--- src/rtl/bti_pkg.sv ---
// bti_pkg: shared types and constants of the byte tape interpreter.
// Depends on nothing; used by bti_ctrl, bti_dp and byte_tape_interpreter.
`timescale 1ns / 1ps
package bti_pkg;

   localparam int unsigned PROG_DEPTH_DEF = 4096;
   localparam int unsigned TAPE_DEPTH_DEF = 4096;
   localparam int unsigned BUDGET_W = 21;
   localparam logic [BUDGET_W-1:0] RUN_BUDGET = BUDGET_W'(1048576);
   localparam int unsigned TLEN_W = 13;
   localparam logic [TLEN_W-1:0] TLEN_RESET = TLEN_W'(4096);

   localparam logic [7:0] OP_RIGHT = 8'h3E; // >
   localparam logic [7:0] OP_LEFT  = 8'h3C; // <
   localparam logic [7:0] OP_INC   = 8'h2B; // +
   localparam logic [7:0] OP_DEC   = 8'h2D; // -
   localparam logic [7:0] OP_OUT   = 8'h2E; // .
   localparam logic [7:0] OP_IN    = 8'h2C; // ,
   localparam logic [7:0] OP_OPEN  = 8'h5B; // [
   localparam logic [7:0] OP_CLOSE = 8'h5D; // ]

   typedef enum logic [1:0] {
      REQ_LOAD  = 2'd0,
      REQ_CLEAR = 2'd1,
      REQ_START = 2'd2,
      REQ_CONT  = 2'd3
   } req_kind_type;

   typedef enum logic [2:0] {
      STS_DONE    = 3'd0,
      STS_OUT     = 3'd1,
      STS_NEED_IN = 3'd2,
      STS_BOUNDS  = 3'd3,
      STS_BRACKET = 3'd4,
      STS_NOINIT  = 3'd5
   } status_type;

   typedef enum logic [1:0] {
      MODE_IDLE = 2'd0,
      MODE_OUT  = 2'd1,
      MODE_IN   = 2'd2,
      MODE_RUN  = 2'd3
   } mode_type;

   typedef enum logic [1:0] {
      STOP_ZERO = 2'd0,
      STOP_PC   = 2'd1,
      STOP_LEN  = 2'd2
   } stop_sel_type;

   typedef enum logic [1:0] {
      TSRC_ZERO = 2'd0,
      TSRC_INC  = 2'd1,
      TSRC_DEC  = 2'd2,
      TSRC_IN   = 2'd3
   } tsrc_type;

   typedef enum logic [3:0] {
      ST_IDLE,
      ST_CLEAR,
      ST_FETCH,
      ST_EXEC,
      ST_FRD,
      ST_FCHK,
      ST_BRD,
      ST_BCHK
   } state_type;

   typedef struct packed {
      logic         load_we;
      logic         start_run;
      logic         budget_clr;
      logic         budget_inc;
      logic         pc_inc;
      logic         pc_from_p;
      logic         ptr_clr;
      logic         ptr_inc;
      logic         ptr_dec;
      logic         tape_wr;
      tsrc_type     tape_src;
      logic         clr_cnt_clr;
      logic         clr_step;
      logic         fetch;
      logic         scan_init;
      logic         scan_fwd;
      logic         scan_bwd;
      logic         depth_inc;
      logic         depth_dec;
      logic         emit;
      status_type   status;
      stop_sel_type stop_sel;
   } dp_cmd_type;

   typedef struct packed {
      logic       pc_lt_len;
      logic       budget_done;
      logic [7:0] op;
      logic       cell_zero;
      logic       ptr_top;
      logic       ptr_zero;
      logic       scan_fwd_end;
      logic       scan_bwd_end;
      logic [7:0] scan_byte;
      logic       depth_one;
      logic       clr_last;
   } dp_stat_type;

endpackage

--- src/rtl/bti_ctrl.sv ---
// bti_ctrl: run sequencer of the byte tape interpreter.
// Depends on bti_pkg; drives bti_dp through command and status structs.
`timescale 1ns / 1ps
module bti_ctrl (
   input  logic                clock,
   input  logic                reset,
   input  logic                start,
   input  logic [1:0]          req_type,
   input  bti_pkg::dp_stat_type stat,
   output logic                busy,
   output bti_pkg::dp_cmd_type cmd
);
   import bti_pkg::*;

   state_type state_ff, state_in;
   mode_type  mode_ff, mode_in;
   logic      init_ff, init_in;

   always_ff @(posedge clock) begin
      if (reset) begin
         state_ff <= ST_IDLE;
         mode_ff  <= MODE_IDLE;
         init_ff  <= 1'b0;
      end else begin
         state_ff <= state_in;
         mode_ff  <= mode_in;
         init_ff  <= init_in;
      end
   end

   always_comb begin
      state_in = state_ff;
      mode_in  = mode_ff;
      init_in  = init_ff;
      cmd      = '0;
      busy     = (state_ff != ST_IDLE);
      case (state_ff)
         ST_IDLE: begin
            if (start) begin
               case (req_kind_type'(req_type))
                  REQ_LOAD: begin
                     cmd.load_we = 1'b1;
                     cmd.emit    = 1'b1;
                  end
                  REQ_CLEAR: begin
                     cmd.clr_cnt_clr = 1'b1;
                     cmd.ptr_clr     = 1'b1;
                     mode_in         = MODE_IDLE;
                     state_in        = ST_CLEAR;
                  end
                  REQ_START: begin
                     mode_in = MODE_IDLE;
                     if (!init_ff) begin
                        cmd.emit   = 1'b1;
                        cmd.status = STS_NOINIT;
                     end else begin
                        cmd.start_run  = 1'b1;
                        cmd.budget_clr = 1'b1;
                        state_in       = ST_FETCH;
                     end
                  end
                  REQ_CONT: begin
                     if (mode_ff == MODE_IDLE) begin
                        cmd.emit     = 1'b1;
                        cmd.stop_sel = STOP_PC;
                     end else begin
                        cmd.budget_clr = 1'b1;
                        if (mode_ff == MODE_IN) begin
                           cmd.tape_wr  = 1'b1;
                           cmd.tape_src = TSRC_IN;
                        end
                        cmd.pc_inc = (mode_ff != MODE_RUN);
                        state_in   = ST_FETCH;
                     end
                  end
                  default: ;
               endcase
            end
         end
         ST_CLEAR: begin
            cmd.tape_wr  = 1'b1;
            cmd.tape_src = TSRC_ZERO;
            cmd.clr_step = 1'b1;
            if (stat.clr_last) begin
               init_in  = 1'b1;
               cmd.emit = 1'b1;
               state_in = ST_IDLE;
            end
         end
         ST_FETCH: begin
            if (!stat.pc_lt_len) begin
               cmd.emit     = 1'b1;
               cmd.stop_sel = STOP_LEN;
               mode_in      = MODE_IDLE;
               state_in     = ST_IDLE;
            end else if (stat.budget_done) begin
               mode_in  = MODE_RUN;
               state_in = ST_IDLE;
            end else begin
               cmd.budget_inc = 1'b1;
               cmd.fetch      = 1'b1;
               state_in       = ST_EXEC;
            end
         end
         ST_EXEC: begin
            cmd.stop_sel = STOP_PC;
            cmd.pc_inc   = 1'b1;
            state_in     = ST_FETCH;
            case (stat.op)
               OP_RIGHT: begin
                  if (stat.ptr_top) begin
                     cmd.pc_inc = 1'b0;
                     cmd.emit   = 1'b1;
                     cmd.status = STS_BOUNDS;
                     mode_in    = MODE_IDLE;
                     state_in   = ST_IDLE;
                  end else begin
                     cmd.ptr_inc = 1'b1;
                  end
               end
               OP_LEFT: begin
                  if (stat.ptr_zero) begin
                     cmd.pc_inc = 1'b0;
                     cmd.emit   = 1'b1;
                     cmd.status = STS_BOUNDS;
                     mode_in    = MODE_IDLE;
                     state_in   = ST_IDLE;
                  end else begin
                     cmd.ptr_dec = 1'b1;
                  end
               end
               OP_INC: begin
                  cmd.tape_wr  = 1'b1;
                  cmd.tape_src = TSRC_INC;
               end
               OP_DEC: begin
                  cmd.tape_wr  = 1'b1;
                  cmd.tape_src = TSRC_DEC;
               end
               OP_OUT: begin
                  cmd.pc_inc = 1'b0;
                  cmd.emit   = 1'b1;
                  cmd.status = STS_OUT;
                  mode_in    = MODE_OUT;
                  state_in   = ST_IDLE;
               end
               OP_IN: begin
                  cmd.pc_inc = 1'b0;
                  cmd.emit   = 1'b1;
                  cmd.status = STS_NEED_IN;
                  mode_in    = MODE_IN;
                  state_in   = ST_IDLE;
               end
               OP_OPEN: begin
                  if (stat.cell_zero) begin
                     cmd.pc_inc    = 1'b0;
                     cmd.scan_init = 1'b1;
                     state_in      = ST_FRD;
                  end
               end
               OP_CLOSE: begin
                  if (!stat.cell_zero) begin
                     cmd.pc_inc    = 1'b0;
                     cmd.scan_init = 1'b1;
                     state_in      = ST_BRD;
                  end
               end
               default: ;
            endcase
         end
         ST_FRD: begin
            if (stat.scan_fwd_end) begin
               cmd.emit     = 1'b1;
               cmd.status   = STS_BRACKET;
               cmd.stop_sel = STOP_PC;
               mode_in      = MODE_IDLE;
               state_in     = ST_IDLE;
            end else begin
               cmd.scan_fwd = 1'b1;
               state_in     = ST_FCHK;
            end
         end
         ST_FCHK: begin
            state_in = ST_FRD;
            if (stat.scan_byte == OP_OPEN) begin
               cmd.depth_inc = 1'b1;
            end else if (stat.scan_byte == OP_CLOSE) begin
               if (stat.depth_one) begin
                  cmd.pc_from_p = 1'b1;
                  state_in      = ST_FETCH;
               end else begin
                  cmd.depth_dec = 1'b1;
               end
            end
         end
         ST_BRD: begin
            if (stat.scan_bwd_end) begin
               cmd.emit     = 1'b1;
               cmd.status   = STS_BRACKET;
               cmd.stop_sel = STOP_PC;
               mode_in      = MODE_IDLE;
               state_in     = ST_IDLE;
            end else begin
               cmd.scan_bwd = 1'b1;
               state_in     = ST_BCHK;
            end
         end
         ST_BCHK: begin
            state_in = ST_BRD;
            if (stat.scan_byte == OP_CLOSE) begin
               cmd.depth_inc = 1'b1;
            end else if (stat.scan_byte == OP_OPEN) begin
               if (stat.depth_one) begin
                  cmd.pc_from_p = 1'b1;
                  state_in      = ST_FETCH;
               end else begin
                  cmd.depth_dec = 1'b1;
               end
            end
         end
         default: begin
            state_in = ST_IDLE;
         end
      endcase
   end

endmodule

--- config.mk ---
export PLATFORM = sky130hd
export DESIGN_NAME = bti_ctrl
export DESIGN_NICKNAME = d
export VERILOG_FILES = /design/src/rtl/bti_pkg.sv /design/src/rtl/bti_ctrl.sv
export SDC_FILE = /design/constraint.sdc
export NUM_CORES = 1
export LEC_CHECK = 0
export ABC_AREA = 1
export BUFFER_PORTS_ARGS = -buffer_cell sky130_fd_sc_hd__buf_2
export CORE_UTILIZATION = 40
export CTS_CLUSTER_DIAMETER = 200
export CTS_CLUSTER_SIZE = 28
export DETAILED_ROUTE_END_ITERATION = 10
export MAX_ROUTING_LAYER = met4
export PLACE_DENSITY = 0.76
export SETUP_SLACK_MARGIN = 0.15
export SYNTH_ARGS = -nofsm -noshare
export SYNTH_HDL_FRONTEND = slang
export SYNTH_SLANG_ARGS = --single-unit
--- constraint.sdc ---
create_clock -name clock -period 2.3 [get_ports clock]
set_clock_uncertainty 0.2 [all_clocks]
set_input_delay 0 -clock clock [delete_from_list [all_inputs] [get_ports clock]]
set_output_delay 0 -clock clock [all_outputs]
set_load 0.01 [all_outputs]
* Word-level counts from Yosys, hierarchy flattened
Cells that the tools add are included.
Word-level totals: flip-flop bits (word level) 7, input bits 30, output and inout port bits 27, word-level logic and storage cells 149
Operators by class: eq/ne operators 34, multiplexer cells 102, reduce and logical (&&, ||, !) cells 10
Operators by type and width (count):
- $eq A8 B6 Y1 const B | 6
- $mux W4 | 11
- $mux W1 | 42
- $mux W3 | 14
- $eq A8 B7 Y1 const B | 4
- $pmux W4 S8 | 1
- $mux W2 | 14
- $pmux W2 S5 | 2
- $pmux W4 S5 | 1
- $mux W6 | 3
- $eq A4 B3 Y1 const B | 4
- $pmux W4 S4 | 1
- $ne A3 B3 Y1 const B | 5
- $ne A2 B2 Y1 const B | 6
- $pmux W3 S4 | 1
- $pmux W4 S3 | 1
- $pmux W3 S3 | 1
- $reduce_and A9 Y1 | 1
- $eq A4 B2 Y1 const B | 2
- $pmux W1 S2 | 4
- $pmux W2 S4 | 1
- $eq A2 B2 Y1 const B | 3
- $pmux W1 S6 | 1
- $pmux W3 S2 | 1
- other kinds (14) | 16

* Logic depth before layout (Yosys ltp)
Gate-level depths: netlist of the first run.
word-level depth 6, depth in mapped cells 12, gate-level depth less buffers 12

* Worst setup path after synthesis of the first run
Ideal clock, no wire load.
path type reg-to-reg, start point register state_ff[2], end point register mode_ff[1], setup time 0.113 ns, data arrival time 1.159 ns, data required time 1.987 ns, slack 0.828 ns, cell stages (with the launch flop) 11, buffers on the path 1, period minus slack after synthesis 1.472 ns, cells stage by stage dfxtp_1 buf_2 inv_2 nand3_2 inv_2 nand4_2 clkinv_1 nor2_1 nand3b_1 nand2_1 nor2_1
On the way: longest elaborated chain between the ends 3, elaborated cells on any way between the ends 16, classes of those cells eq/ne (12); mux (1); reduce/logical (3)
RTL lines:
- start, declared | RTL line bti_ctrl.sv:15 | state_type state_ff, state_in;
- start signal, assigned | RTL line bti_ctrl.sv:25 | state_ff <= state_in;
- $eq A4 B2 Y1, or another cell as far along | RTL line bti_ctrl.sv:37 | case (state_ff)
- $ne A5 B1 Y1 (no source line), or another cell as far along
- $reduce_and A9 Y1 (no source line)
- end signal, assigned | RTL line bti_ctrl.sv:26 | mode_ff <= mode_in;
- end, declared | RTL line bti_ctrl.sv:16 | mode_type mode_ff, mode_in;
Parallel ways exist; a longest one is shown, timed or not. A chain may end at the register's enable or synchronous reset.

* Worst setup path in the final report of the first run
start point register state_ff[0], end point register init_ff
On the way: longest elaborated chain between the ends 2
RTL lines:
- $eq A4 B1 Y1 | RTL line bti_ctrl.sv:37
- $reduce_and A2 Y1 (no source line)
- end signal, assigned | RTL line bti_ctrl.sv:27 | init_ff <= init_in;
- end, declared | RTL line bti_ctrl.sv:17 | logic init_ff, init_in;
No other way between the ends.

==> impl_metrics.tcl, run 1 <==
set metrics [dict create \
    wirelength_mm 2.956 \
    diodes 0 \
    cp_slowest_stage_delay_ps 560 \
    path_clk_slew_ps 50 \
    die_w_um 54.32 \
    final_nets 312 \
    cts.path.max_buffers 2 \
    io-pin-count 57 \
    p_per_area_nw_per_um2 314.1 \
    port_buffers 56 \
    hp-class "primary input to flip-flop" \
    utilization_pct 58.09 \
    grt_usage_pct 22.11 \
    area_growth_pct 33.83 \
    finalSetupViolations 0 \
    crit_path_frequent_cell "nand2_1" \
    ir_drop_uv 291.6 \
    overflow 0 \
    worst_pin_slew_ps 467.5 \
    numCtsBuffers 3 \
    synth.avg_cell_area_um2 5.140 \
    synth_cell_types 26 \
    leakage_nw 0.9305 \
    finalHoldViolCount 0 \
    core_area_um2 2522 \
    drive_gt1_share_pct 26.64 \
    grt_max_degree 9 \
    seq_area_frac_synth_pct 10.97 \
    htreeDepth 1 \
    dpl.hpwl_mm 2.497 \
    tns_ps 0 \
    firstDrtPassIters 4 \
    cts_resized 0 \
    critPathTopFamily "buffers and inverters" \
    grt_pass1_vias 1187 \
    cp_cell_sequence "nand2_1, nor2_1, nand2_1, a21oi_1, dlygate4sd3_1" \
    syn_inst 213 \
    clock_sinks 6 \
    path_class "flip-flop to flip-flop" \
    tritoncts "built" \
    max_freq_ghz 0.5264 \
    syn_area_um2 1095 \
    place.gp.congestion 0.9501 \
    r2r_slack_ps 400 \
    period_needed_ps 1900 \
    ys_warn_count 0 \
    arrival_ps 1900 \
    grt_pass1_wl_mm 4.609 \
    drt_iter0_drc 33 \
    fill_cells 257 \
    crit_buf_inv 1 \
    slew_viol_final 0 \
    cp-end-kind "flip-flop" \
    drcViolationCount 0 \
    vias 1492 \
    rows 18 \
    slew_headroom_pct 68.55 \
    ys_seq_elements 6 \
    worstPathRequired_ps 2300 \
    cap_violations 0 \
    ant_nets 0 \
    status "completed" \
    fin_crit_sh_pct 82.59 \
    critPathLaunchType "flip-flop" \
    via_per_inst 4.908 \
    cts_root_buf "clkbuf_4" \
    wl_per_cell_um 9.724 \
    crit_slowest_cell "dlygate4sd3_1" \
    antenna_found_initial 0 \
    die_area_um2 2950 \
    die_y_um 54.32 \
    cp_max_fo 6 \
    syn_nets 249 \
    insertion_delay_ps 250 \
    start_util_pct 43.40 \
    rsz0062_at_grt "false" \
    whs_ps 35.63 \
]
## stage by stage
stage               area, um2  power [W]  worst slack [ps]  std cells
floorplan                1095  0.0002713             827.9        213
global placement         1393  0.0003499             737.8        296
detailed placement       1393  0.0003524             728.4        296
CTS                      1465  0.0004625             400.9        304
global route             1465  0.0005056             239.0        304
finish                   1465  0.0004602             400.5        304
## synth_stat cells
cell	n	area, um2
inv_1	38	142.6
ha_1	6	75.07
nand3_1	27	135.1
buf_4	2	15.01
o211ai_1	1	7.510
o21ai_0	8	40.04
nand3_2	2	20.02
nor2_2	4	25.02
o21bai_1	1	7.510
buf_2	1	5.000
nand3b_1	2	15.01
o21a_1	1	7.510
clkinv_1	1	3.750
a21oi_1	6	30.03
nand2_2	2	12.51
inv_2	5	18.77
nand4_1	4	25.02
nand2_1	51	191.4
dfxtp_1	6	120.1
nor3_1	6	30.03
nand4_2	1	12.51
o22ai_1	1	6.260
a31oi_1	1	6.260
nor2_1	34	127.6
a22o_1	1	8.760
nor4_1	1	6.260
## path summary, 6_finish.rpt
check	depth (start not counted)	start	to
max	5	state_ff[0]	init_ff
max reg2reg	5	state_ff[0]	init_ff
min	7	start	state_ff[1]
min reg2reg	2	mode_ff[0]	mode_ff[0]
## report_power, final
| group | total, W | internal [W] | switching, W |
|---|---|---|---|
| registers | 0.000128 | 0.000115 | 0.0000121 |
| clock network | 0.000102 | 0.0000593 | 0.0000431 |
| logic | 0.000230 | 0.0000938 | 0.000136 |
## sequential cells by signal, summed over array words and instances, names as in the netlist
name      flops
mode_ff       2
state_ff      3
init_ff       1
## timing repair
action                    in CTS  in global routing
setup buffers                  0                  0
hold endpoints to repair       6                  0
hold buffers                   5                  0
## cells by family (layout without fill, tap and decap cells)
| group | count (synthesis) | in the layout | synth area share [%] |
|---|---|---|---|
| buffers and inverters | 47 | 108 | 16.91 |
| flip-flops | 6 | 6 | 10.97 |
| AND/OR/NAND/NOR | 134 | 134 | 54.86 |
| AO/OA/AOI/OAI | 20 | 20 | 10.40 |
| adder cells (fa/ha/maj) | 6 | 6 | 6.857 |
## routing by layer
| metal | wire [um] | vias up | global-route usage, % | share of wire [%] |
|---|---|---|---|---|
| met1 | 1407 | 633 | 27.21 | 48 |
| li1 | - | 800 | - | - |
| met5 | 0 | - | - | 0 |
| met4 | 29 | 0 | 6.410 | 0.98 |
| met3 | 193 | 7 | 4.444 | 6.5 |
| met2 | 1325 | 52 | 36.18 | 45 |
## worst min-delay path: cells and delay by family
| family | cells | cell delay (ps) |
|---|---|---|
| buffers and inverters | 2 | 170 |
| AOI/OAI and AO/OA | 2 | 130 |
| and+or+nand+nor | 3 | 140 |
## layout make-up
cell class | instances | area (um2) | area share (%)
multi-input combinational | 160 | 789.5 | 53.89
tap | 30 | 37.54 | 2.562
timing repair buffer | 61 | 330.3 | 22.54
clock buffer | 3 | 22.52 | 1.537
inverter | 44 | 165.2 | 11.27
sequential | 6 | 120.1 | 8.198
## layout by cell type (no fill, tap or decap), types with 2 or more instances in the layout
master         count
a21oi_1            6
buf_2             56
clkbuf_4           3
dfxtp_1            6
dlygate4sd3_1      5
ha_1               6
inv_1             38
inv_2              5
nand2_1           51
nand2_2            2
nand3_1           27
nand3_2            2
nand3b_1           2
nand4_1            4
nor2_1            34
nor2_2             4
nor3_1             6
o21ai_0            8
(Power assumes the default switching activity.)
==> run 2, diff against run 1 <==
--- a/config.mk
+++ b/config.mk
@@ -5,14 +5,14 @@
 export SDC_FILE = /design/constraint.sdc
 export NUM_CORES = 1
 export LEC_CHECK = 0
-export ABC_AREA = 1
+export ABC_AREA = 0
 export BUFFER_PORTS_ARGS = -buffer_cell sky130_fd_sc_hd__buf_2
 export CORE_UTILIZATION = 40
 export CTS_CLUSTER_DIAMETER = 200
 export CTS_CLUSTER_SIZE = 28
 export DETAILED_ROUTE_END_ITERATION = 10
 export MAX_ROUTING_LAYER = met4
-export PLACE_DENSITY = 0.76
+export PLACE_DENSITY = 0.78
 export SETUP_SLACK_MARGIN = 0.15
 export SYNTH_ARGS = -nofsm -noshare
 export SYNTH_HDL_FRONTEND = slang
==> constraint.sdc (replaced) <==
create_clock -name clock -period 1.7 [get_ports clock]
set_clock_uncertainty 0.2 [all_clocks]
set_input_delay 0 -clock clock [delete_from_list [all_inputs] [get_ports clock]]
set_output_delay 0 -clock clock [all_outputs]
set_load 0.01 [all_outputs]
==> impl_metrics.tcl, run 2 <==
set metrics [dict create \
    grt_usage_pct 25.69 \
    finalHoldViolCount 0 \
    dominantRegCellSynth "dfxtp_1" \
    path_class "flip-flop to output pin" \
    start_util_pct 43.91 \
    synth.avg_cell_area_um2 7.108 \
    rsz0062_at_grt "true" \
    cp-end-kind "output pin" \
    seq_area_frac_synth_pct 10.56 \
    ant_nets 0 \
    power_frac_seq_pct 24.4 \
    firstDrtPassIters 4 \
    cts.path.max_buffers 2 \
    numCtsBuffers 3 \
    cp_slowest_stage_delay_ps 370 \
    ys_seq_elements 6 \
    worstPathRequired_ps 1500 \
    vias 1651 \
    final_nets 284 \
    top_register "state_ff" \
    swShare_pct 37.42 \
    area_growth_pct 74.70 \
    wl_per_cell_um 16.73 \
    slew_headroom_pct 73.88 \
    die_area_um2 3061 \
    io-pin-count 57 \
    cp_cell_sequence "buf_6, nor4b_4, buf_4, nand3_2, o211ai_1, buf_2" \
    path_clk_slew_ps 50 \
    drcViolationCount 0 \
    syn_area_um2 1137 \
    async_flop_share_pct 0 \
    via_per_inst 5.960 \
    dpl.hpwl_mm 2.770 \
    status "finished with violations" \
    fin_crit_sh_pct 108.2 \
    grt_pass1_vias 1439 \
    diodes 0 \
    overflow 0 \
    syn_inst 160 \
    p_per_area_nw_per_um2 306.0 \
    final_common_cell "buf_2" \
    syn_nets 196 \
    crit_buf_inv 3 \
    final_cell_area_um2 1987 \
    antenna_found_initial 0 \
    combPwrFrac_pct 50.2 \
    synth_edf_count 0 \
    grt_pass1_wl_mm 6.320 \
    die_y_um 55.33 \
    max_freq_ghz 0.5437 \
    arrival_ps 1640 \
    insertion_delay_ps 260 \
    hp-class "primary input to output pin" \
    wirelength_mm 4.633 \
    setup_ws_ps -139.4 \
    p_switching_w 0.0002275 \
    tritoncts "built" \
    yosys.area.top_type_share_pct 10.56 \
    power.internal_w 0.0003805 \
    dpl_cell_area_um2 1553 \
    violations "negative setup slack" \
    largest_reg_flops 3 \
    worst_pin_slew_ps 389.5 \
    slew_viol_final 0 \
    port_buffers 56 \
    drive_gt1_share_pct 54.66 \
    top_regs "state_ff: 3 flops, mode_ff: 2 flops, init_ff: 1 flops" \
    place.gp.congestion 0.9139 \
    ys_top_cells_by_count "nand2_1, nand2b_1, nor2_1" \
    cts_root_buf "clkbuf_4" \
    final_cell_mix "buf_2, buf_4, buf_6" \
    htreeDepth 1 \
    ys_warn_count 0 \
    drt_iter0_drc 68 \
    ir_drop_uv 484.9 \
    core_area_um2 2590 \
    cap_violations 0 \
    power_w 0.0006080 \
    critPathLaunchType "flip-flop" \
    synth_top_cell_by_area "dfxtp_1" \
    crit_slowest_cell "dfxtp_4" \
    ys_top_cells_by_area "dfxtp_1, ha_1, nand2b_1" \
    critPathTopFamily "buffers and inverters" \
    finalSetupViolations 17 \
    grt_max_degree 12 \
    clock_sinks 6 \
    p_clk_share_pct 25.3 \
    rows 18 \
    whs_ps 72.52 \
    die_w_um 55.33 \
    synth_cell_types 50 \
    period_needed_ps 1839 \
    cp_max_fo 6 \
    leakage_nw 0.9629 \
]
## run 2: cell types whose count changed after synthesis, sizes merged, moves of 5 or more
| cell | previous run | this run |
|---|---|---|
| nand2 | 53 | 11 |
| inv | 43 | 10 |
| nor2 | 38 | 11 |
| nand3 | 29 | 6 |
| nand2b | 0 | 11 |
| nor2b | 0 | 8 |
| buf | 3 | 8 |
| nand3b | 2 | 7 |
## run 2: area by class of cell
cell class | count | area (um2)
clock buffers | 4 | 26.28
fillers | 170 | 603.1
inverters | 10 | 42.54
multi-input cells | 133 | 1107
flip-flops and latches | 6 | 128.9
well taps | 30 | 37.54
repair buffers | 94 | 644.4
## run 2: metrics by stage
| stage | std cells | TNS (ps) | utilization (%) | setup slack (ps) |
|---|---|---|---|---|
| after floorplan | 160 | 0 | - | 111.5 |
| after global placement | 252 | -10.66 | 59.95 | -10.66 |
| after detailed placement | 252 | -17.48 | 59.95 | -17.48 |
| after CTS | 269 | -535.7 | 67.63 | -92.45 |
| after global routing | 277 | -2305 | 76.72 | -203.2 |
| final | 277 | -1062 | 76.72 | -139.4 |
## run 2: worst paths after layout
path | startpoint | endpoint | slack, ps | depth (start not counted)
min reg2reg | init_ff | init_ff | 460 | 3
max | state_ff[1] | cmd[0] | -140 | 6
max reg2reg | state_ff[1] | mode_ff[1] | -90 | 6
min | stat[1] | cmd[6] | 70 | 3
## run 2: power by group through the flow
stage	Sequential, W	Clock (W)	Combinational, W
after floorplan	0.000150	0	0.000132
after global placement	0.000152	0	0.000221
after detailed placement	0.000153	0	0.000223
after CTS	0.000148	0.000149	0.000255
after global routing	0.000149	0.000164	0.000328
final	0.000149	0.000154	0.000305
## run 2: worst min-delay path, cell delays in order
cell	delay (ps)
buf_2	100
nor3_1	50
buf_2	130
## run 2: timing repair
action                     CTS  global route
pin swaps                   12            18
hold buffers                 2             0
hold endpoints to repair     6             0
setup buffers               11             8
setup endpoints to repair   27            29
gates resized for setup     17            43
## run 2: kinds of logic (layout without fill, tap and decap cells)
kind of cell / count (synthesis) / in the layout / share of synthesized area [%]
buffers and inverters: 21 / 108 / 8.800
DFF: 6 / 6 / 10.56
and+or+nand+nor: 83 / 83 / 44.78
adders and majority gates: 6 / 6 / 6.600
AOI/OAI and AO/OA: 38 / 38 / 23.65
muxes: 6 / 6 / 5.610
## run 2: metal layers
metal  GRT usage, %  vias up  wire, um
met3          1.639       20       321
met1          32.44      778      1868
li1               -      765         -
met2          43.55       88      2244
met5              -        -         0
met4          8.214        0       199
